<file path="config.mk">
export PLATFORM = sky130hd
export DESIGN_NAME = infix_to_postfix_converter
export DESIGN_NICKNAME = d
export VERILOG_FILES = /design/src/rtl/core/itp_pkg.sv /design/src/rtl/core/itp_front.sv /design/src/rtl/core/itp_out_fifo.sv /design/src/rtl/core/itp_back.sv /design/src/rtl/core/infix_to_postfix_converter.sv
export SDC_FILE = /design/constraint.sdc
export NUM_CORES = 1
export LEC_CHECK = 0
export ABC_AREA = 1
export BUFFER_PORTS_ARGS = -buffer_cell sky130_fd_sc_hd__buf_2
export CAP_MARGIN = 0
export CORE_MARGIN = 3
export CORE_UTILIZATION = 40
export DETAILED_ROUTE_END_ITERATION = 8
export GPL_ROUTABILITY_DRIVEN = 0
export MAX_ROUTING_LAYER = met4
export PLACE_DENSITY = 0.57
export SYNTH_ARGS = -nofsm -noshare
export SYNTH_HDL_FRONTEND = slang
export SYNTH_SLANG_ARGS = --single-unit
</file>
<file path="constraint.sdc">
create_clock -name clk -period 4.7 [get_ports clk]
set_clock_uncertainty 0.05 [all_clocks]
set_input_delay 0.47 -clock clk [delete_from_list [all_inputs] [get_ports clk]]
set_output_delay 0.47 -clock clk [all_outputs]
set_load 0.01 [all_outputs]
</file>
<file path="src/rtl/core/itp_pkg.sv">
`timescale 1ns / 1ps
// ----------------------------------------------------------------------------
// itp_pkg
// Types, character codes and the precedence function shared by the
// infix-to-postfix converter.
// ----------------------------------------------------------------------------
package itp_pkg;

    localparam logic [7:0] CH_CARET  = 8'h5E; // '^'
    localparam logic [7:0] CH_SLASH  = 8'h2F; // '/'
    localparam logic [7:0] CH_STAR   = 8'h2A; // '*'
    localparam logic [7:0] CH_PLUS   = 8'h2B; // '+'
    localparam logic [7:0] CH_MINUS  = 8'h2D; // '-'
    localparam logic [7:0] CH_LPAREN = 8'h28; // '('
    localparam logic [7:0] CH_RPAREN = 8'h29; // ')'
    localparam logic [7:0] CH_LO_A   = 8'h61; // 'a'
    localparam logic [7:0] CH_LO_Z   = 8'h7A; // 'z'
    localparam logic [7:0] CH_UP_A   = 8'h41; // 'A'
    localparam logic [7:0] CH_UP_Z   = 8'h5A; // 'Z'

    // Precedence levels; the lowest code stands for "no precedence".
    localparam logic [1:0] RANK_NONE  = 2'd0;
    localparam logic [1:0] RANK_ADD   = 2'd1;
    localparam logic [1:0] RANK_MUL   = 2'd2;
    localparam logic [1:0] RANK_POWER = 2'd3;

    typedef enum logic [1:0] {
        CLS_LETTER,
        CLS_LPAREN,
        CLS_RPAREN,
        CLS_OPER
    } cls_t;

    typedef struct packed {
        cls_t        cls;
        logic [7:0]  ch;
        logic        last;
    } item_t;

    typedef struct packed {
        logic [7:0]  char_out;
        logic        has_char;
        logic        run_last;
        logic        expr_end;
        logic        overflow;
    } result_t;

    typedef enum logic [2:0] {
        S_IDLE,
        S_MAIN,
        S_FETCH,
        S_FLUSH,
        S_END
    } state_t;

    typedef enum logic [3:0] {
        ACT_NONE,
        ACT_TAKE,
        ACT_EMIT,
        ACT_PUSH,
        ACT_OVF,
        ACT_POP,
        ACT_DROP,
        ACT_LOAD,
        ACT_CLOSE
    } action_t;

    function automatic logic [1:0] rank_of(input logic [7:0] c);
        logic [1:0] r;
        begin
            r = RANK_NONE;
            if (c == CH_CARET)
            begin
                r = RANK_POWER;
            end
            else if (c == CH_STAR || c == CH_SLASH)
            begin
                r = RANK_MUL;
            end
            else if (c == CH_PLUS || c == CH_MINUS)
            begin
                r = RANK_ADD;
            end
            return r;
        end
    endfunction

endpackage

</file>
<file path="src/rtl/core/itp_front.sv">
`timescale 1ns / 1ps
// ----------------------------------------------------------------------------
// itp_front
// Accepts input characters, classifies them and holds them in a two-entry
// queue until the stack engine takes them.
// ----------------------------------------------------------------------------
module itp_front
(
    input  logic           clk,
    input  logic           rst_n,
    input  logic           push,
    output logic           full,
    input  logic [7:0]     char_in,
    input  logic           is_last,
    output logic           q_valid,
    output itp_pkg::item_t q_item,
    input  logic           q_take
);

    itp_pkg::item_t  slot_reg [2];
    logic            wptr_reg, wptr_next;
    logic            rptr_reg, rptr_next;
    logic [1:0]      count_reg, count_next;
    itp_pkg::item_t  item_in;
    logic            do_wr;
    logic            do_rd;

    always_comb
    begin
        item_in.ch   = char_in;
        item_in.last = is_last;
        if ((char_in >= itp_pkg::CH_LO_A && char_in <= itp_pkg::CH_LO_Z) ||
            (char_in >= itp_pkg::CH_UP_A && char_in <= itp_pkg::CH_UP_Z))
        begin
            item_in.cls = itp_pkg::CLS_LETTER;
        end
        else if (char_in == itp_pkg::CH_LPAREN)
        begin
            item_in.cls = itp_pkg::CLS_LPAREN;
        end
        else if (char_in == itp_pkg::CH_RPAREN)
        begin
            item_in.cls = itp_pkg::CLS_RPAREN;
        end
        else
        begin
            item_in.cls = itp_pkg::CLS_OPER;
        end
    end

    assign full    = (count_reg == 2'd2);
    assign q_valid = (count_reg != 2'd0);
    assign q_item  = slot_reg[rptr_reg];
    assign do_wr   = push && !full;
    assign do_rd   = q_take && q_valid;

    always_comb
    begin
        wptr_next  = do_wr ? ~wptr_reg : wptr_reg;
        rptr_next  = do_rd ? ~rptr_reg : rptr_reg;
        count_next = count_reg + {1'b0, do_wr} - {1'b0, do_rd};
    end

    always_ff @(posedge clk or negedge rst_n)
    begin
        if (!rst_n)
        begin
            wptr_reg  <= 1'b0;
            rptr_reg  <= 1'b0;
            count_reg <= 2'd0;
        end
        else
        begin
            wptr_reg  <= wptr_next;
            rptr_reg  <= rptr_next;
            count_reg <= count_next;
        end
    end

    always_ff @(posedge clk)
    begin
        if (do_wr)
        begin
            slot_reg[wptr_reg] <= item_in;
        end
    end

endmodule

</file>
<file path="src/rtl/core/itp_out_fifo.sv">
`timescale 1ns / 1ps
// ----------------------------------------------------------------------------
// itp_out_fifo
// Two-entry result queue that parts the stack engine from the receiver.
// ----------------------------------------------------------------------------
module itp_out_fifo
(
    input  logic             clk,
    input  logic             rst_n,
    input  logic             wr_en,
    input  itp_pkg::result_t wr_data,
    output logic             wr_full,
    output logic             empty,
    input  logic             pop,
    output itp_pkg::result_t rd_data
);

    itp_pkg::result_t slot_reg [2];
    logic             wptr_reg, wptr_next;
    logic             rptr_reg, rptr_next;
    logic [1:0]       count_reg, count_next;
    logic             do_wr;
    logic             do_rd;

    assign wr_full = (count_reg == 2'd2);
    assign empty   = (count_reg == 2'd0);
    assign rd_data = slot_reg[rptr_reg];
    assign do_wr   = wr_en && !wr_full;
    assign do_rd   = pop && !empty;

    always_comb
    begin
        wptr_next  = do_wr ? ~wptr_reg : wptr_reg;
        rptr_next  = do_rd ? ~rptr_reg : rptr_reg;
        count_next = count_reg + {1'b0, do_wr} - {1'b0, do_rd};
    end

    always_ff @(posedge clk or negedge rst_n)
    begin
        if (!rst_n)
        begin
            wptr_reg  <= 1'b0;
            rptr_reg  <= 1'b0;
            count_reg <= 2'd0;
        end
        else
        begin
            wptr_reg  <= wptr_next;
            rptr_reg  <= rptr_next;
            count_reg <= count_next;
        end
    end

    always_ff @(posedge clk)
    begin
        if (do_wr)
        begin
            slot_reg[wptr_reg] <= wr_data;
        end
    end

endmodule

</file>
<file path="src/rtl/core/itp_back.sv">
`timescale 1ns / 1ps
// ----------------------------------------------------------------------------
// itp_back
// Stack engine: carries out one classified character at a time against the
// operator stack and hands the results on to the result queue.
// ----------------------------------------------------------------------------
module itp_back
#(
    parameter int STACK_DEPTH = 32
)
(
    input  logic             clk,
    input  logic             rst_n,
    input  logic             q_valid,
    input  itp_pkg::item_t   q_item,
    output logic             q_take,
    output logic             of_wr,
    output itp_pkg::result_t of_data,
    input  logic             of_full
);

    localparam int CW = $clog2(STACK_DEPTH + 1);
    localparam int AW = $clog2(STACK_DEPTH);

    // The top of stack lives in top_reg; the entries below it are in mem.
    logic [7:0]        mem [STACK_DEPTH];
    logic [7:0]        rd_data_reg;

    itp_pkg::state_t   state_reg, state_next;
    itp_pkg::state_t   ret_reg, ret_next;
    itp_pkg::cls_t     cls_reg, cls_next;
    logic [7:0]        ch_reg, ch_next;
    logic              last_reg, last_next;
    logic [CW-1:0]     count_reg, count_next;
    logic [7:0]        top_reg, top_next;
    logic              ovf_seen_reg, ovf_seen_next;
    logic              pend_valid_reg, pend_valid_next;
    itp_pkg::result_t  pend_reg, pend_next;

    itp_pkg::action_t  act;
    itp_pkg::state_t   after;
    itp_pkg::state_t   post;
    logic              stall;
    logic              emit;
    itp_pkg::result_t  emit_res;
    logic              mem_we;
    logic              mem_re;
    logic [CW-1:0]     cnt_m1;
    logic [CW-1:0]     cnt_m2;
    logic              top_is_lp;

    assign cnt_m1    = count_reg - CW'(1);
    assign cnt_m2    = count_reg - CW'(2);
    assign top_is_lp = (top_reg == itp_pkg::CH_LPAREN);
    assign post      = last_reg ? itp_pkg::S_FLUSH : itp_pkg::S_END;

    // Decoder: what the engine does this cycle and where it goes afterwards.
    always_comb
    begin
        act   = itp_pkg::ACT_NONE;
        after = itp_pkg::S_IDLE;
        unique case (state_reg)
            itp_pkg::S_IDLE:
            begin
                if (q_valid)
                begin
                    act   = itp_pkg::ACT_TAKE;
                    after = itp_pkg::S_MAIN;
                end
            end
            itp_pkg::S_MAIN:
            begin
                after = post;
                case (cls_reg)
                    itp_pkg::CLS_LETTER:
                    begin
                        act = itp_pkg::ACT_EMIT;
                    end
                    itp_pkg::CLS_LPAREN:
                    begin
                        act = (count_reg < CW'(STACK_DEPTH)) ? itp_pkg::ACT_PUSH
                                                             : itp_pkg::ACT_OVF;
                    end
                    itp_pkg::CLS_RPAREN:
                    begin
                        if (count_reg != '0 && !top_is_lp)
                        begin
                            act   = itp_pkg::ACT_POP;
                            after = itp_pkg::S_MAIN;
                        end
                        else if (count_reg != '0)
                        begin
                            act = itp_pkg::ACT_DROP;
                        end
                    end
                    default:
                    begin
                        if (count_reg != '0 &&
                            itp_pkg::rank_of(top_reg) >= itp_pkg::rank_of(ch_reg))
                        begin
                            act   = itp_pkg::ACT_POP;
                            after = itp_pkg::S_MAIN;
                        end
                        else if (count_reg < CW'(STACK_DEPTH))
                        begin
                            act = itp_pkg::ACT_PUSH;
                        end
                        else
                        begin
                            act = itp_pkg::ACT_OVF;
                        end
                    end
                endcase
            end
            itp_pkg::S_FETCH:
            begin
                act   = itp_pkg::ACT_LOAD;
                after = ret_reg;
            end
            itp_pkg::S_FLUSH:
            begin
                if (count_reg != '0)
                begin
                    act   = itp_pkg::ACT_POP;
                    after = itp_pkg::S_FLUSH;
                end
                else
                begin
                    after = itp_pkg::S_END;
                end
            end
            itp_pkg::S_END:
            begin
                act = itp_pkg::ACT_CLOSE;
            end
            default:
            begin
                act = itp_pkg::ACT_NONE;
            end
        endcase
    end

    // A new result displaces the pending one into the queue, so it must wait
    // for room there.
    always_comb
    begin
        emit  = (act == itp_pkg::ACT_EMIT) || (act == itp_pkg::ACT_OVF) ||
                (act == itp_pkg::ACT_POP);
        stall = (emit && pend_valid_reg && of_full) ||
                (act == itp_pkg::ACT_CLOSE && (pend_valid_reg || last_reg) && of_full);
    end

    always_comb
    begin
        state_next = state_reg;
        ret_next   = ret_reg;
        if (!stall)
        begin
            if ((act == itp_pkg::ACT_POP || act == itp_pkg::ACT_DROP) &&
                count_reg > CW'(1))
            begin
                state_next = itp_pkg::S_FETCH;
                ret_next   = after;
            end
            else
            begin
                state_next = after;
            end
        end
    end

    always_comb
    begin
        q_take          = 1'b0;
        of_wr           = 1'b0;
        of_data         = pend_reg;
        mem_we          = 1'b0;
        mem_re          = 1'b0;
        cls_next        = cls_reg;
        ch_next         = ch_reg;
        last_next       = last_reg;
        count_next      = count_reg;
        top_next        = top_reg;
        ovf_seen_next   = ovf_seen_reg;
        pend_valid_next = pend_valid_reg;
        pend_next       = pend_reg;

        emit_res          = '0;
        if (act == itp_pkg::ACT_EMIT)
        begin
            emit_res.char_out = ch_reg;
            emit_res.has_char = 1'b1;
        end
        else if (act == itp_pkg::ACT_POP)
        begin
            emit_res.char_out = top_reg;
            emit_res.has_char = 1'b1;
        end
        else
        begin
            emit_res.overflow = 1'b1;
        end

        if (!stall)
        begin
            if (emit)
            begin
                of_wr           = pend_valid_reg;
                pend_next       = emit_res;
                pend_valid_next = 1'b1;
            end
            case (act)
                itp_pkg::ACT_TAKE:
                begin
                    q_take    = 1'b1;
                    cls_next  = q_item.cls;
                    ch_next   = q_item.ch;
                    last_next = q_item.last;
                end
                itp_pkg::ACT_PUSH:
                begin
                    mem_we     = (count_reg != '0);
                    top_next   = ch_reg;
                    count_next = count_reg + CW'(1);
                end
                itp_pkg::ACT_OVF:
                begin
                    ovf_seen_next = 1'b1;
                end
                itp_pkg::ACT_POP, itp_pkg::ACT_DROP:
                begin
                    mem_re     = (count_reg > CW'(1));
                    count_next = cnt_m1;
                end
                itp_pkg::ACT_LOAD:
                begin
                    top_next = rd_data_reg;
                end
                itp_pkg::ACT_CLOSE:
                begin
                    of_data          = pend_reg;
                    of_data.run_last = 1'b1;
                    if (!pend_valid_reg)
                    begin
                        of_data = '0;
                        of_data.run_last = 1'b1;
                    end
                    if (last_reg)
                    begin
                        of_data.expr_end = 1'b1;
                        of_data.overflow = of_data.overflow | ovf_seen_reg;
                        count_next       = '0;
                        ovf_seen_next    = 1'b0;
                    end
                    of_wr           = pend_valid_reg || last_reg;
                    pend_valid_next = 1'b0;
                end
                default:
                begin
                end
            endcase
        end
    end

    always_ff @(posedge clk or negedge rst_n)
    begin
        if (!rst_n)
        begin
            state_reg      <= itp_pkg::S_IDLE;
            ret_reg        <= itp_pkg::S_IDLE;
            count_reg      <= '0;
            ovf_seen_reg   <= 1'b0;
            pend_valid_reg <= 1'b0;
        end
        else
        begin
            state_reg      <= state_next;
            ret_reg        <= ret_next;
            count_reg      <= count_next;
            ovf_seen_reg   <= ovf_seen_next;
            pend_valid_reg <= pend_valid_next;
        end
    end

    always_ff @(posedge clk)
    begin
        cls_reg  <= cls_next;
        ch_reg   <= ch_next;
        last_reg <= last_next;
        top_reg  <= top_next;
        pend_reg <= pend_next;
    end

    // Stack memory: the old top is written below the new one on a push, and
    // the entry under the top is read back on a pop or a dropped bracket.
    always_ff @(posedge clk)
    begin
        if (mem_we)
        begin
            mem[cnt_m1[AW-1:0]] <= top_reg;
        end
        if (mem_re)
        begin
            rd_data_reg <= mem[cnt_m2[AW-1:0]];
        end
    end

endmodule

</file>
<file path="src/rtl/core/infix_to_postfix_converter.sv">
`timescale 1ns / 1ps
// ----------------------------------------------------------------------------
// infix_to_postfix_converter
// Shunting-yard conversion of an infix character stream to postfix.
// ----------------------------------------------------------------------------
// Input channel: write a character with push while full is low; is_last marks
// the final character of an expression and flushes the operator stack.
// Result channel: while empty is low the oldest result is on char_out,
// has_char, run_last, expr_end and overflow; pop takes it.
// Timing: the stack engine takes each character from the input queue, works on
// it and closes it, with a flush step more on the last character of an
// expression; each operator popped off the stack adds a pop step, and a fetch
// step when entries lie below it; a dropped opening bracket with entries below
// it adds a fetch step, the stack memory read that brings the next entry up.
// A result is handed to the result queue once the next result of the same
// character exists or the character is finished.
// A two-entry input queue and a two-entry result queue let either side stall
// on its own; when the receiver stops popping the engine waits and the input
// queue fills, after which full is raised.
// Reset clears the stack count, the overflow flag and both queues; the stack
// memory itself is not cleared.
// ----------------------------------------------------------------------------
module infix_to_postfix_converter
#(
    parameter int STACK_DEPTH = 32
)
(
    input  logic       clk,
    input  logic       rst_n,
    input  logic       push,
    output logic       full,
    input  logic [7:0] char_in,
    input  logic       is_last,
    output logic       empty,
    input  logic       pop,
    output logic [7:0] char_out,
    output logic       has_char,
    output logic       run_last,
    output logic       expr_end,
    output logic       overflow
);

    logic             q_valid;
    itp_pkg::item_t   q_item;
    logic             q_take;
    logic             of_wr;
    itp_pkg::result_t of_data;
    logic             of_full;
    itp_pkg::result_t res;

    itp_front u_front
    (
        .clk     (clk),
        .rst_n   (rst_n),
        .push    (push),
        .full    (full),
        .char_in (char_in),
        .is_last (is_last),
        .q_valid (q_valid),
        .q_item  (q_item),
        .q_take  (q_take)
    );

    itp_back #(.STACK_DEPTH(STACK_DEPTH)) u_back
    (
        .clk     (clk),
        .rst_n   (rst_n),
        .q_valid (q_valid),
        .q_item  (q_item),
        .q_take  (q_take),
        .of_wr   (of_wr),
        .of_data (of_data),
        .of_full (of_full)
    );

    itp_out_fifo u_out
    (
        .clk     (clk),
        .rst_n   (rst_n),
        .wr_en   (of_wr),
        .wr_data (of_data),
        .wr_full (of_full),
        .empty   (empty),
        .pop     (pop),
        .rd_data (res)
    );

    assign char_out = res.char_out;
    assign has_char = res.has_char;
    assign run_last = res.run_last;
    assign expr_end = res.expr_end;
    assign overflow = res.overflow;

endmodule

</file>
* Word level (Yosys, flattened, before mapping) *
Memories as Yosys holds them, arrays and structs flattened. A register that Yosys moved wholly into a read port is not among the register bits.
Index checks and enable logic that the tools add are counted.

word-level totals
  flip-flop bits (word level) = 40
  RAM bits = 302
  input bits = 13
  output and inout port bits = 14
  logic and storage cells = 174
  memories = 3

memories
  memory            depth  width  rd ports  clocked after Yosys merged registers in  write ports  RTL line            text
  u_back.mem        32     8      1         1                                        1            itp_back.sv:26      logic [7:0] mem [STACK_DEPTH];
  u_out.slot_reg    2      12     1         0                                        1            itp_out_fifo.sv:18  itp_pkg::result_t slot_reg [2];
  u_front.slot_reg  2      11     1         1                                        1            itp_front.sv:20     itp_pkg::item_t slot_reg [2];

operators by class
  $add $sub $neg = 7
  $lt $le $gt $ge = 7
  equality and inequality tests = 30
  muxes and demuxes = 60
  bitwise gates (word level) = 6
  reduce and logical (&&, ||, !) cells = 46

operators by type and width
  operator                                                               number
  8-bit by 6-bit == test with 1-bit output, second input constant        11
  12-bit two-way mux                                                     5
  1-bit two-way mux                                                      24
  3-bit two-way mux                                                      8
  2-bit two-way mux                                                      11
  4-bit case mux with 5 select lines                                     1
  9-bit two-way mux                                                      2
  6-bit case mux with 3 select lines                                     1
  4-bit by 3-bit == test with 1-bit output, second input constant        4
  8-bit by 7-bit == test with 1-bit output, second input constant        2
  8-bit by 7-bit >= comparator with 1-bit output, second input constant  2
  8-bit by 7-bit <= comparator with 1-bit output, second input constant  2
  8-bit case mux with 2 select lines                                     1
  1-bit logical AND                                                      13
  3-bit case mux with 4 select lines                                     1
  4-bit case mux with 3 select lines                                     1
  1-bit logical OR                                                       10
  2-bit AND reduction                                                    5
  4-bit by 2-bit == test with 1-bit output, second input constant        2
  4-bit two-way mux                                                      2
  2-bit nonzero test                                                     4
  6-bit by 1-bit adder with 6-bit output, second input constant          1
  2-bit == test, second input constant                                   3
  3-bit by 2-bit == test with 1-bit output, second input constant        2
  other kinds (26)                                                       38

* Depth between registers and ports, before layout *
Gate-level depths: netlist of the first run.

  depth in word-level cells = 23
  depth in mapped cells = 23

* Hierarchy *
A second synthesis of the first run with hierarchy kept.

unflattened totals
  cell total of the unflattened synthesis = 1,303
  area, all modules = 15,466.1 um^2

modules (own cells, without submodules)
  module        times used  cells an instance  area each (um^2)  sequential area each (um^2)
  itp_back      1           1,084              13,168.9          9,148.8
  itp_front     1           123                1,188.6           760.7
  itp_out_fifo  1           96                 1,108.6           820.8

* Least setup slack after synthesis of the first run *
No wires, ideal clock.

  path type = flip-flop to flip-flop
  start = register u_back.top_reg[4]
  end = memory u_out.slot_reg[1][0] (netlist name), enable pin
  data arrival time = 3.220 ns
  data required time = 4.270 ns
  setup slack = 1.050 ns
  stages on the path, launching flop included = 18
  path buffers = 1
  cells stage by stage = edfxtp_1 inv_1 nor4_1 nand4_1 a21boi_0 ha_1 nand2_1 nand3_1 nand2_4 nand3_2 nand3_4 nand2_8 nor2_4 nand3_2 buf_6 nand4_4 nand3_4 nor2_1

on the way
  longest elaborated chain between the ends = 22
  elaborated cells between the ends (all ways) = 38
  classes of those cells = order compare (1); eq/ne (10); mux (14); reduce/logical (13)

ends and longest elaborated chain
  what                                                                                                         RTL line            text
  start: declaration                                                                                           itp_back.sv:35      logic [7:0] top_reg, top_next;
  start signal: assignment                                                                                     itp_back.sv:290     top_reg <= top_next;
  8-bit by 6-bit == test with 1-bit output                                                                     itp_pkg.sv:80       else if (c == CH_PLUS || c == CH_MINUS)
  1-bit logical OR                                                                                             itp_pkg.sv:80
  1-bit two-way mux                                                                                            itp_pkg.sv:80
  2-bit two-way mux                                                                                            itp_pkg.sv:76       else if (c == CH_STAR || c == CH_SLASH)
  2-bit two-way mux                                                                                            itp_pkg.sv:72       if (c == CH_CARET)
  2-bit two-way mux                                                                                            itp_back.sv:74      case (cls_reg)
  2-bit two-way mux                                                                                            itp_back.sv:62      unique case (state_reg)
  2-bit >= comparator                                                                                          itp_back.sv:99      itp_pkg::rank_of(top_reg) >= itp_pkg::rank_of(ch_reg))
  [4 not listed]                                                                                               --
  4-bit by 2-bit == test with 1-bit output / 4-bit by 3-bit == test with 1-bit output (equally long branches)  itp_back.sv:147     emit = (act == itp_pkg::ACT_EMIT) || (act == itp_pkg::ACT_OVF) ||
  1-bit logical OR (2 in series)                                                                               itp_back.sv:147
  1-bit logical AND (2 in series)                                                                              itp_back.sv:149     stall = (emit && pend_valid_reg && of_full) ||
  1-bit logical OR                                                                                             itp_back.sv:149
  1-bit two-way mux *                                                                                          itp_back.sv:204     if (!stall)
  1-bit logical AND *                                                                                          itp_out_fifo.sv:28  assign do_wr = wr_en && !wr_full;
  1-bit two-way mux *                                                                                          itp_out_fifo.sv:56  if (do_wr)
  1-bit two-way mux (not written as such) *                                                                    itp_out_fifo.sv:58  slot_reg[wptr_reg] <= wr_data;
  end: declaration                                                                                             itp_out_fifo.sv:18

Mark *: on every way between the ends. The rest lies on a longest branch, timed or not. The select of a mux whose other input is x is not followed.

* Worst setup path after layout of the first run *
  start = register u_back.top_reg[7]
  end = memory u_back.mem[29][1], enable pin

on the way
  longest elaborated chain between the ends = 21
  elaborated cells between the ends (all ways) = 37
  classes of those cells = order compare (1); eq/ne (11); mux (13); reduce/logical (12)

ends and longest elaborated chain
  what                                                                                                         RTL line         text
  8-bit by 6-bit == test with 1-bit output                                                                     itp_pkg.sv:80
  1-bit logical OR                                                                                             itp_pkg.sv:80
  1-bit two-way mux                                                                                            itp_pkg.sv:80
  2-bit two-way mux                                                                                            itp_pkg.sv:76
  2-bit two-way mux                                                                                            itp_pkg.sv:72
  2-bit two-way mux                                                                                            itp_back.sv:74
  2-bit two-way mux                                                                                            itp_back.sv:62
  2-bit >= comparator                                                                                          itp_back.sv:99
  [3 not listed]                                                                                               --
  4-bit case mux with 5 select lines *                                                                         itp_back.sv:62
  4-bit by 2-bit == test with 1-bit output / 4-bit by 3-bit == test with 1-bit output (equally long branches)  itp_back.sv:147
  1-bit logical OR (2 in series)                                                                               itp_back.sv:147
  1-bit logical AND (2 in series)                                                                              itp_back.sv:149
  1-bit logical OR                                                                                             itp_back.sv:149
  1-bit two-way mux *                                                                                          itp_back.sv:204
  1-bit two-way mux *                                                                                          itp_back.sv:298  if (mem_we)
  1-bit two-way mux (not written as such) *                                                                    itp_back.sv:300  mem[cnt_m1[AW-1:0]] <= top_reg;
  end: declaration                                                                                             itp_back.sv:26

Marked as above.

==> results.md, run 1 <==
* Post-synth top cells: edfxtp_1, nor2_1, o21ai_0
* Die height at 202.4 um
* Worst R2R Path Depth at 17
* Top Family by Delay on Critical Path: simple AND/OR/NAND/NOR gates
* Max FFs per register at 256
* Status: finished, final reports clean
* DRC Markers at 0
* Clock root cell: clkbuf_16
* WL/cell at 20.43 um
* CP max-delay cell: nor2_1
* Share of layout cells above drive strength 1 at 11.84%
* Initial Utilization at 40.77%
* #FFs+latches synth at 361
* CTS tree: yes
* Post-route clock period utilization at 85.41%
* Fmax at 0.2491 GHz
* Most common cell in the netlist: edfxtp_1
* Max_slew headroom at 32.59%
* Final Util at 45.41%
* Final hold vios at 0
* Final wirelength at 37360 um
* CP Class: reg2reg
* N_diodes at 0
* Site Rows at 71
* Worst min-delay path category: in2reg
* Die width at 202.4 um
* Buf/Inv on CP at 1
* Final net count at 1324
* Synth unique cells at 48
* Total gr overflow at 0
* CP most frequent cell: nand2_2
* Syn_nets at 1299
* Via/cell ratio at 5.437
* Port Buffers at 26
* Via count at 9945
* Synth warnings at 0
* Worst vdd rail ir drop at 421.5 uV
* Seq/Total Area, Yosys at 69.55%
* Clk sink count at 361
* RSZ-0062 raised after global routing: no
* Avg Inst Size Synth at 12.15 sq um
* # resized after CTS at 0
* Largest net degree at the start of global routing at 85
* Synth Cell Area at 0.01543 sq mm
* Worst endpoint required time at 4.81 ns
* Top post-synthesis cells by area: edfxtp_1, o21ai_0, nor2_1, nand2_1, dfrtp_1
* Hold Path Depth at 1
* First-pass GRT wire length at 58150 um
* Yosys top cell by area: edfxtp_1
* DPL Wire Length at 23540 um
* H-Tree Depth at 2
* LEAKAGE at 6.086 nW
* Crit Path Max Fanout at 10
* Final setup viols at 0
* Num CTS Buffers at 38
* Drt pass-1 iters at 5
* Worst path depth at 17
* Post-synth top area share at 65.99%
* Slew @ Worst Pin at 1.007 ns
* Fin. max-slew vios at 0
* Die ar. at 0.04096 sq mm
* Main synth FF type: edfxtp_1
* Max-cap viol count at 0
* Power density cells at 704.8 mW/mm^2
* Startpoint types: flip-flop
* Post-synth EDFFs at 339
* Initial antenna violation count at 0
* Initial drt markers at 1063
* Worst EP arrival at 4.12 ns
* CTS clk-pin slew, worst paths at 0.06 ns
* Final TNS setup at 0 ns
* Max incr delay on CP at 0.62 ns
* Area Growth Syn to Fin at 11.40%
* Total Routing Usage GR at 18.79%
* Fraction of registers with async set/reset at 6.094%
* CP endpoint kind: flip-flop
* Num ports at 27
* Synth Instances at 1270
* Vias in the first global route at 9883
* Crit path time final at 4.014 ns
* Core area at 0.03784 sq mm
* Clock latency on the worst-skew pair at 0.53 ns
* Clock buffer depth at 3
* Detail Route Antenna Nets at 0
* Crit-path cells: nor4_1, nand4_1, a21boi_0, ha_1, nand2_1, nand3_1, nand2_4, nand2_2, nand2_2, nand3_4, nand2_2, nand2_1, inv_2, nand2_2, nor2_4, nand2_2, nor2_1
[cell usage in the layout (no fill, tap or decap), drive strengths merged, types with 22 or more instances in the layout]
cell type and n:
nor2 212, o221ai 44, nand2 171, o22ai 26
o21ai 162, buf 47, edfxtp 339, dfrtp 22
nand3 59, clkbuf 46, inv 85
[logic make-up after synthesis]
| family | share of synthesized area, % |
|---|---|
| flip-flops | 69.55 |
| adder cells (fa/ha/maj) | 1.298 |
| AND/OR/NAND/NOR | 13.97 |
| AO/OA/AOI/OAI | 10.41 |
| buffers and inverters | 3.869 |
| XOR/XNOR | 0.9084 |
[worst register-to-register path, stage by stage, from the launching register on]
cell and delay, ns:
edfxtp_1 0.56, nor4_1 0.33, nand4_1 0.14, a21boi_0 0.16
ha_1 0.30, nand2_1 0.06, nand3_1 0.11, nand2_4 0.11
nand2_2 0.05, nand2_2 0.08, nand3_4 0.09, nand2_2 0.11
nand2_1 0.08, inv_2 0.19, nand2_2 0.13, nor2_4 0.19
nand2_2 0.29, nor2_1 0.63
[routing by layer]
metal	vias to the layer above	wire, um	global-route usage, %
met2	349	17290	28.84
li1	4623	-	-
met4	0	983	5.791
met1	4884	16550	26.21
met5	-	0	-
met3	89	2530	2.674
[final timing paths]
check                                   from                     end  slack [ns]
max                        u_back.top_reg[7]       u_back.mem[29][1]        0.69
min                               char_in[5]  u_front.slot_reg[1][6]        0.11
max reg2reg                u_back.top_reg[7]       u_back.mem[29][1]        0.69
min reg2reg                u_back.ret_reg[1]       u_back.ret_reg[1]        0.43
max in group asynchronous              rst_n     u_back.count_reg[0]        3.78
min in group asynchronous              rst_n       u_back.ret_reg[0]        0.41
[cell type report]
cell class | instances | area, sq um
Fill cell | 3474 | 20660
Sequential cell | 361 | 10740
Multi-Input combinational cell | 759 | 4100
Clock buffer | 46 | 1002
Tap cell | 511 | 639.4
Inverter | 87 | 329.1
Timing Repair Buffer | 48 | 297.8
Clock inverter | 17 | 82.58
[power breakdown]
part           total [mW]  internal, mW  switching, mW  leakage (nW)
registers            4.70          4.44          0.262          3.34
clock network        2.67          1.51           1.16         0.538
logic                4.74          1.26           3.48          2.21
total                12.1          7.21           4.91          6.09
[through the flow]
stage	area [sq um]	hold WS [ns]	worst slack (ns)	power, mW	cells
CTS	17190	0.08451	0.6196	12.18	1829
global placement	16090	0.4068	0.7228	9.460	1765
floorplan	15430	0.1244	1.050	7.833	1270
detailed placement	16090	0.4129	0.6438	9.499	1765
finish	17190	0.1061	0.6856	12.11	1829
global route	17190	0.08860	0.2372	12.84	1829
[timing repair]
item | in CTS | in global routing
buffers inserted | 0 | 0
hold buffers | 1 | 0
endpoints found under the hold margin | 22 | 0
(Power assumes the default switching activity.)
==> run 2, diff against run 1 <==
--- a/config.mk
+++ b/config.mk
@@ -13,7 +13,8 @@
 export DETAILED_ROUTE_END_ITERATION = 8
 export GPL_ROUTABILITY_DRIVEN = 0
 export MAX_ROUTING_LAYER = met4
-export PLACE_DENSITY = 0.57
+export PLACE_DENSITY = 0.6
+export REMOVE_ABC_BUFFERS = 1
 export SYNTH_ARGS = -nofsm -noshare
 export SYNTH_HDL_FRONTEND = slang
 export SYNTH_SLANG_ARGS = --single-unit
==> run 2 against run 1 <==
Against the previous run:
- sequential share of layout area is 0.35 points lower
- first-iteration DRC count is 8.4% higher
- register-to-register slack better by 0.12 ns
- combinational power hardly changed
- sequential power hardly changed
- via count is 0.28% lower
- clock power is 7.5% higher
- design area is 0.57% higher
- flip-flop and latch count stayed put
- largest cell class unchanged
==> results.md, run 2 (synthesis gave the netlist of run 1 again) <==
* Status: finished, final reports clean
* Min-delay src: char_in[5]
* Worst EP arrival at 4.00 ns (-0.12 ns)
* Max-cap viol count at 0 (unchanged)
* Most common cell after layout, fill and taps aside: edfxtp_1
* Final net count at 1323 (-0.076%)
* DRC Markers at 0 (unchanged)
* Die width at 202.4 um (unchanged)
* Drt pass-1 iters at 6 (+1)
* Crit path time final at 3.898 ns (-0.1165 ns)
* H-Tree Depth at 2 (unchanged)
* Detail Route Antenna Nets at 0 (unchanged)
* Final TNS setup at 0 ns (unchanged)
* CTS tree: yes
* Top Family by Delay on Critical Path: simple AND/OR/NAND/NOR gates
* Clock latency on the worst-skew pair at 0.53 ns (about the same)
* Num ports at 27 (unchanged)
* First-pass GRT wire length at 57150 um (-1.7%)
* Die ar. at 0.04096 sq mm (unchanged)
* CP max-delay cell: nor2_1
* Share of layout cells above drive strength 1 at 12.29% (+0.46 points)
* Most frequent cells in the layout: edfxtp_1, nor2_1, o21ai_0
* Die height at 202.4 um (unchanged)
* # placed instances at 1765 (unchanged)
* Buf/Inv on CP at 3 (+2)
* Pwr Total at 12.28 mW (+1.4%)
* Power density cells at 710.5 mW/mm^2 (+0.81%)
* Via count at 9917 (-0.28%)
* Worst min-delay path category: in2reg
* Startpoint types: flip-flop
* Vias in the first global route at 9932 (+0.50%)
* Port Buffers at 26 (unchanged)
* R2r setup slk at 0.80 ns (+0.12 ns)
* CP most frequent cell: nand2_2
* Initial antenna violation count at 0 (unchanged)
* Clk sink count at 361 (unchanged)
* Area occupied by multi-input gates at 0.004100 sq mm (unchanged)
* Final wirelength at 36890 um (-1.2%)
* Largest net degree at the start of global routing at 88 (+3.5%)
* Final hold vios at 0 (unchanged)
* Via/cell ratio at 5.422 (-0.28%)
* Design area at 0.01728 sq mm (+0.57%)
* Core area at 0.03784 sq mm (unchanged)
* Final setup viols at 0 (unchanged)
* Initial Utilization at 40.77% (unchanged)
* Num CTS Buffers at 37 (-2.6%)
* Post-CTS setup buffers at 0 (unchanged)
* Slew @ Worst Pin at 0.9575 ns (-0.04991 ns)
* Worst vdd rail ir drop at 314.5 uV (-25%)
* Clock root cell: clkbuf_16
* Total gr overflow at 0 (unchanged)
* WL/cell at 20.17 um (-1.2%)
* Site Rows at 71 (unchanged)
* Total Routing Usage GR at 18.45% (-0.34 points)
* Reg2Reg Launch Point: u_back.top_reg[0]
* CP Class: reg2reg
* Fin. max-slew vios at 0 (unchanged)
* Filler instances at 3446 (-0.81%)
* Critical Path Source: u_back.top_reg[0]
* LEAKAGE at 6.114 nW (+0.46%)
* Crit Path Max Fanout at 10 (unchanged)
* Final Util at 45.67% (+0.26 points)
* Clock buffer depth at 3 (unchanged)
* Dpl cell area at 0.01609 sq mm (unchanged)
* CP endpoint kind: flip-flop
* CTS clk-pin slew, worst paths at 0.06 ns (about the same)
* Post-route clock period utilization at 82.93% (-2.5 points)
* Register Area at 0.01074 sq mm (unchanged)
* DPL Wire Length at 23030 um (-2.2%)
* RSZ-0062 raised after global routing: no
* Worst endpoint required time at 4.80 ns (about the same)
* Initial drt markers at 1152 (+8.4%)
* Fmax at 0.2565 GHz (+3.0%)
* Max FFs per register at 256 (unchanged)
* Max_slew headroom at 35.93% (+3.3 points)
* Max incr delay on CP at 0.62 ns (about the same)
* Finished Layout Cells at 1829 (unchanged)
* Area Growth Syn to Fin at 12.04%
* Crit-path cells: buf_4, inv_1, nor3_1, a31o_2, a21boi_0, ha_1, nand2_1, nand3_1, nand2_4, nand2_2, nand2_2, nand3_4, nand2_2, nand2_1, inv_2, nand2_2, nor2_4, nand2_2, nor2_1
* N_diodes at 0 (unchanged)
-- run 2: changes by cell type in the layout (fill, tap and decap cells not counted), sizes merged --
cell      before  now
clkbuf        46   41
bufinv         0    4
clkinvlp       0    4
clkinv        19   16
-- run 2: per-layer routing --
metal	vias to the layer above	wire length (um)	track usage [%]
li1	4621	-	-
met1	4831	15990	24.43
met2	369	17100	28.51
met3	96	2581	3.753
met4	0	1219	6.583
met5	-	0	-
-- run 2: repair_timing --
item,4_1_cts,5_1_grt
resized for setup,0,0
hold buffers,1,0
endpoints found under the hold margin,22,0
-- run 2: path summary, 6_finish.rpt --
check                                              end  cells after the start
worst max-delay path                 u_back.mem[18][0]                     19
worst min-delay path            u_front.slot_reg[1][6]                      1
worst max register to register       u_back.mem[18][0]                     19
worst min register to register       u_back.ret_reg[0]                      2
max in group asynchronous          u_back.count_reg[0]                      2
min in group asynchronous               u_out.rptr_reg                      2
-- run 2: stage by stage --
stage	hold WS, ns	setup slack (ns)
after detailed placement	0.4197	0.7850
after CTS	0.1090	0.7633
after global placement	0.4133	0.8624
final	0.1275	0.8021
after floorplan	0.1244	-2.065
after global routing	0.1099	0.4623
-- run 2: where the power goes --
group          switching, mW  leakage [nW]  total [mW]  internal (mW)
logic                   3.48          2.21        4.74           1.26
registers              0.231          3.34        4.67           4.44
clock network           1.19         0.566        2.87           1.68
-- run 2: area by class of cell --
class	instances	area share, %
well taps	511	3.699
repair buffers	48	1.723
clock inverters	22	1.339
clock buffers	41	5.502
inverters	87	1.904
multi-input cells	759	23.72
flip-flops and latches	361	62.11
==> run 3, diff against run 2 <==
==> constraint.sdc (replaced) <==
create_clock -name clk -period 3.9 [get_ports clk]
set_clock_uncertainty 0.05 [all_clocks]
set_input_delay 0.39 -clock clk [delete_from_list [all_inputs] [get_ports clk]]
set_output_delay 0.39 -clock clk [all_outputs]
set_load 0.01 [all_outputs]
==> run 3 against run 2 <==
Against the previous run:
- sequential power is 21% higher
- worst setup slack worse by 0.44 ns
- maximum frequency grew 10%
- clock power is 22% higher
- flip-flop and latch count did not move
- via count down 0.37%
- sequential share of layout area shrank 1.0 points
- final cell count grew 1.9%
- core utilization up 0.77 points
- first-iteration DRC count down 6.8%
- register-to-register slack got worse by 0.44 ns
==> results.md, run 3 (synthesis gave the netlist of run 1 again) <==
* Max FFs per register at 256 (unchanged)
* N_diodes at 0 (unchanged)
* Crit Path Max Fanout at 12 (+2)
* Worst EP arrival at 3.65 ns (-0.35 ns)
* Seq pwr share at 37.9% (about the same)
* Reg2Reg Launch Point: u_back.top_reg[7]
* Worst endpoint required time at 4.01 ns (-0.79 ns)
* Clock root cell: clkbuf_16
* Fin. max-slew vios at 0 (unchanged)
* Worst reg2reg path endpoint: u_out.slot_reg[0][8]
* LEAKAGE at 6.332 nW (+3.6%)
* Largest net degree at the start of global routing at 138 (+57%)
* Top Family by Delay on Critical Path: simple AND/OR/NAND/NOR gates
* Crit path time final at 3.540 ns (-0.3579 ns)
* Share of layout cells above drive strength 1 at 14.41% (+2.1 points)
* Clock buffer depth at 3 (unchanged)
* R2r setup slk at 0.36 ns (-0.44 ns)
* First-pass GRT wire length at 56720 um (-0.75%)
* Finished Layout Cells at 1864 (+1.9%)
* Clock latency on the worst-skew pair at 0.53 ns (about the same)
* Max incr delay on CP at 0.43 ns (-0.19 ns)
* Via/cell ratio at 5.300 (-2.2%)
* Pwr Total at 14.85 mW (+21%)
* Crit-path cells: nor4_1, nand4_1, a21boi_0, ha_1, nand2_1, nand3_1, nand2_4, nand3_2, nand3_4, nand2_8, nor2_4, nand3_2, nand4_4, nand3_4, inv_2, nand2_2, inv_1
* Post-route clock period utilization at 90.77% (+7.8 points)
* Max_slew headroom at 22.48% (-13 points)
* CTS tree: yes
* Total gr overflow at 0 (unchanged)
* Detail Route Antenna Nets at 0 (unchanged)
* Dpl cell area at 0.01636 sq mm (+1.7%)
* WHS at 0.02600 ns (-0.1015 ns)
* Drt pass-1 iters at 5 (-1)
* Final hold vios at 0 (unchanged)
* Die height at 202.4 um (unchanged)
* Via count at 9880 (-0.37%)
* Area Growth Syn to Fin at 13.92%
* Min-delay src: is_last
* DP Worst Slack at 0.3753 ns (-0.4097 ns)
* Power density cells at 845.1 mW/mm^2 (+19%)
* Switch share at 39.36% (-0.52 points)
* DRC Markers at 0 (unchanged)
* Worst R2R Path Depth at 17 (-2)
* H-Tree Depth at 2 (unchanged)
* Design area at 0.01757 sq mm (+1.7%)
* Startpoint types: flip-flop
* Buf/Inv on CP at 2 (-1)
* Die width at 202.4 um (unchanged)
* Fmax at 0.2825 GHz (+10%)
* WL/cell at 19.57 um (-3.0%)
* Final setup viols at 0 (unchanged)
* CP max-delay cell: edfxtp_1
* Final Util at 46.44% (+0.77 points)
* Most frequent cells in the layout: edfxtp_1, nor2_1, o21ai_0
* # placed instances at 1799 (+1.9%)
* Critical Path Source: u_back.top_reg[7]
* Num ports at 27 (unchanged)
* Final TNS setup at 0 ns (unchanged)
* Final wirelength at 36480 um (-1.1%)
* CP endpoint kind: flip-flop
* WHS Endpoint: u_front.slot_reg[0][0]
* Final setup margin at 0.3599 ns (-0.4421 ns)
* Slew @ Worst Pin at 1.158 ns (+0.2002 ns)
* Core area at 0.03784 sq mm (unchanged)
* Status: finished, final reports clean
* Worst vdd rail ir drop at 453.8 uV (+44%)
* Initial Utilization at 40.77% (unchanged)
* Hold Path Depth at 1 (unchanged)
* CP Class: reg2reg
* P_int at 9.007 mW (+22%)
* CTS clk-pin slew, worst paths at 0.06 ns (about the same)
* Initial drt markers at 1074 (-6.8%)
* Clk sink count at 361 (unchanged)
* Site Rows at 71 (unchanged)
* Most common cell after layout, fill and taps aside: edfxtp_1
* Max-cap viol count at 0 (unchanged)
* Clk pwr share at 23.6% (+0.2 points)
* Worst min-delay path category: in2reg
* Initial antenna violation count at 0 (unchanged)
* Final net count at 1356 (+2.5%)
* Port Buffers at 26 (unchanged)
* Vias in the first global route at 9697 (-2.4%)
* DPL Wire Length at 22920 um (-0.46%)
* RSZ-0062 raised after global routing: no
* Total Routing Usage GR at 18.26% (-0.19 points)
* Filler instances at 3471 (+0.73%)
* Comb power frac at 38.5% (about the same)
* Psw at 5.846 mW (+19%)
* Die ar. at 0.04096 sq mm (unchanged)
* Num CTS Buffers at 36 (-2.7%)
## run 3: power by group through the flow
stage               Sequential, mW  Clock [mW]  Combinational, mW
finish                        5.63        3.51               5.72
global route                  5.68        3.74               6.30
CTS                           5.63        3.57               5.74
detailed placement            5.71           0               5.73
global placement              5.70           0               5.68
floorplan                     5.94           0               3.35
## run 3: final cells by class
| cell class | count | area, sq um | area share (%) |
|---|---|---|---|
| Tap cell | 511 | 639.4 | 3.638 |
| Clock inverter | 17 | 190.2 | 1.082 |
| Clock buffer | 47 | 1015 | 5.774 |
| Inverter | 87 | 329.1 | 1.872 |
| Multi-Input combinational cell | 759 | 4100 | 23.33 |
| Timing Repair Buffer | 82 | 565.5 | 3.218 |
| Sequential cell | 361 | 10740 | 61.08 |
## run 3: layer usage
| metal | routed length (um) | track usage (%) |
|---|---|---|
| met5 | 0 | - |
| met2 | 17420 | 28.81 |
| met3 | 2179 | 2.512 |
| met1 | 16000 | 24.78 |
| met4 | 875 | 5.741 |
## run 3: worst max-delay path by stage
stage / slack, ns / endpoint / depth (start not counted)
6_report: 0.36 / u_out.slot_reg[0][8] / 17
5_1_grt: 0.08 / u_out.slot_reg[0][8] / 17
4_1_cts: 0.36 / u_out.slot_reg[0][8] / 17
3_5_place_dp: 0.38 / u_out.slot_reg[0][9] / 17
3_3_place_gp: 0.43 / u_out.slot_reg[0][10] / 17
2_1_floorplan: -2.87 / u_out.slot_reg[1][0] / 11
## run 3: timing repair
item / CTS / global route
resized for setup: 0 / 0
hold endpoints to repair: 22 / 0
hold buffers: 1 / 0
setup buffers: 0 / 0
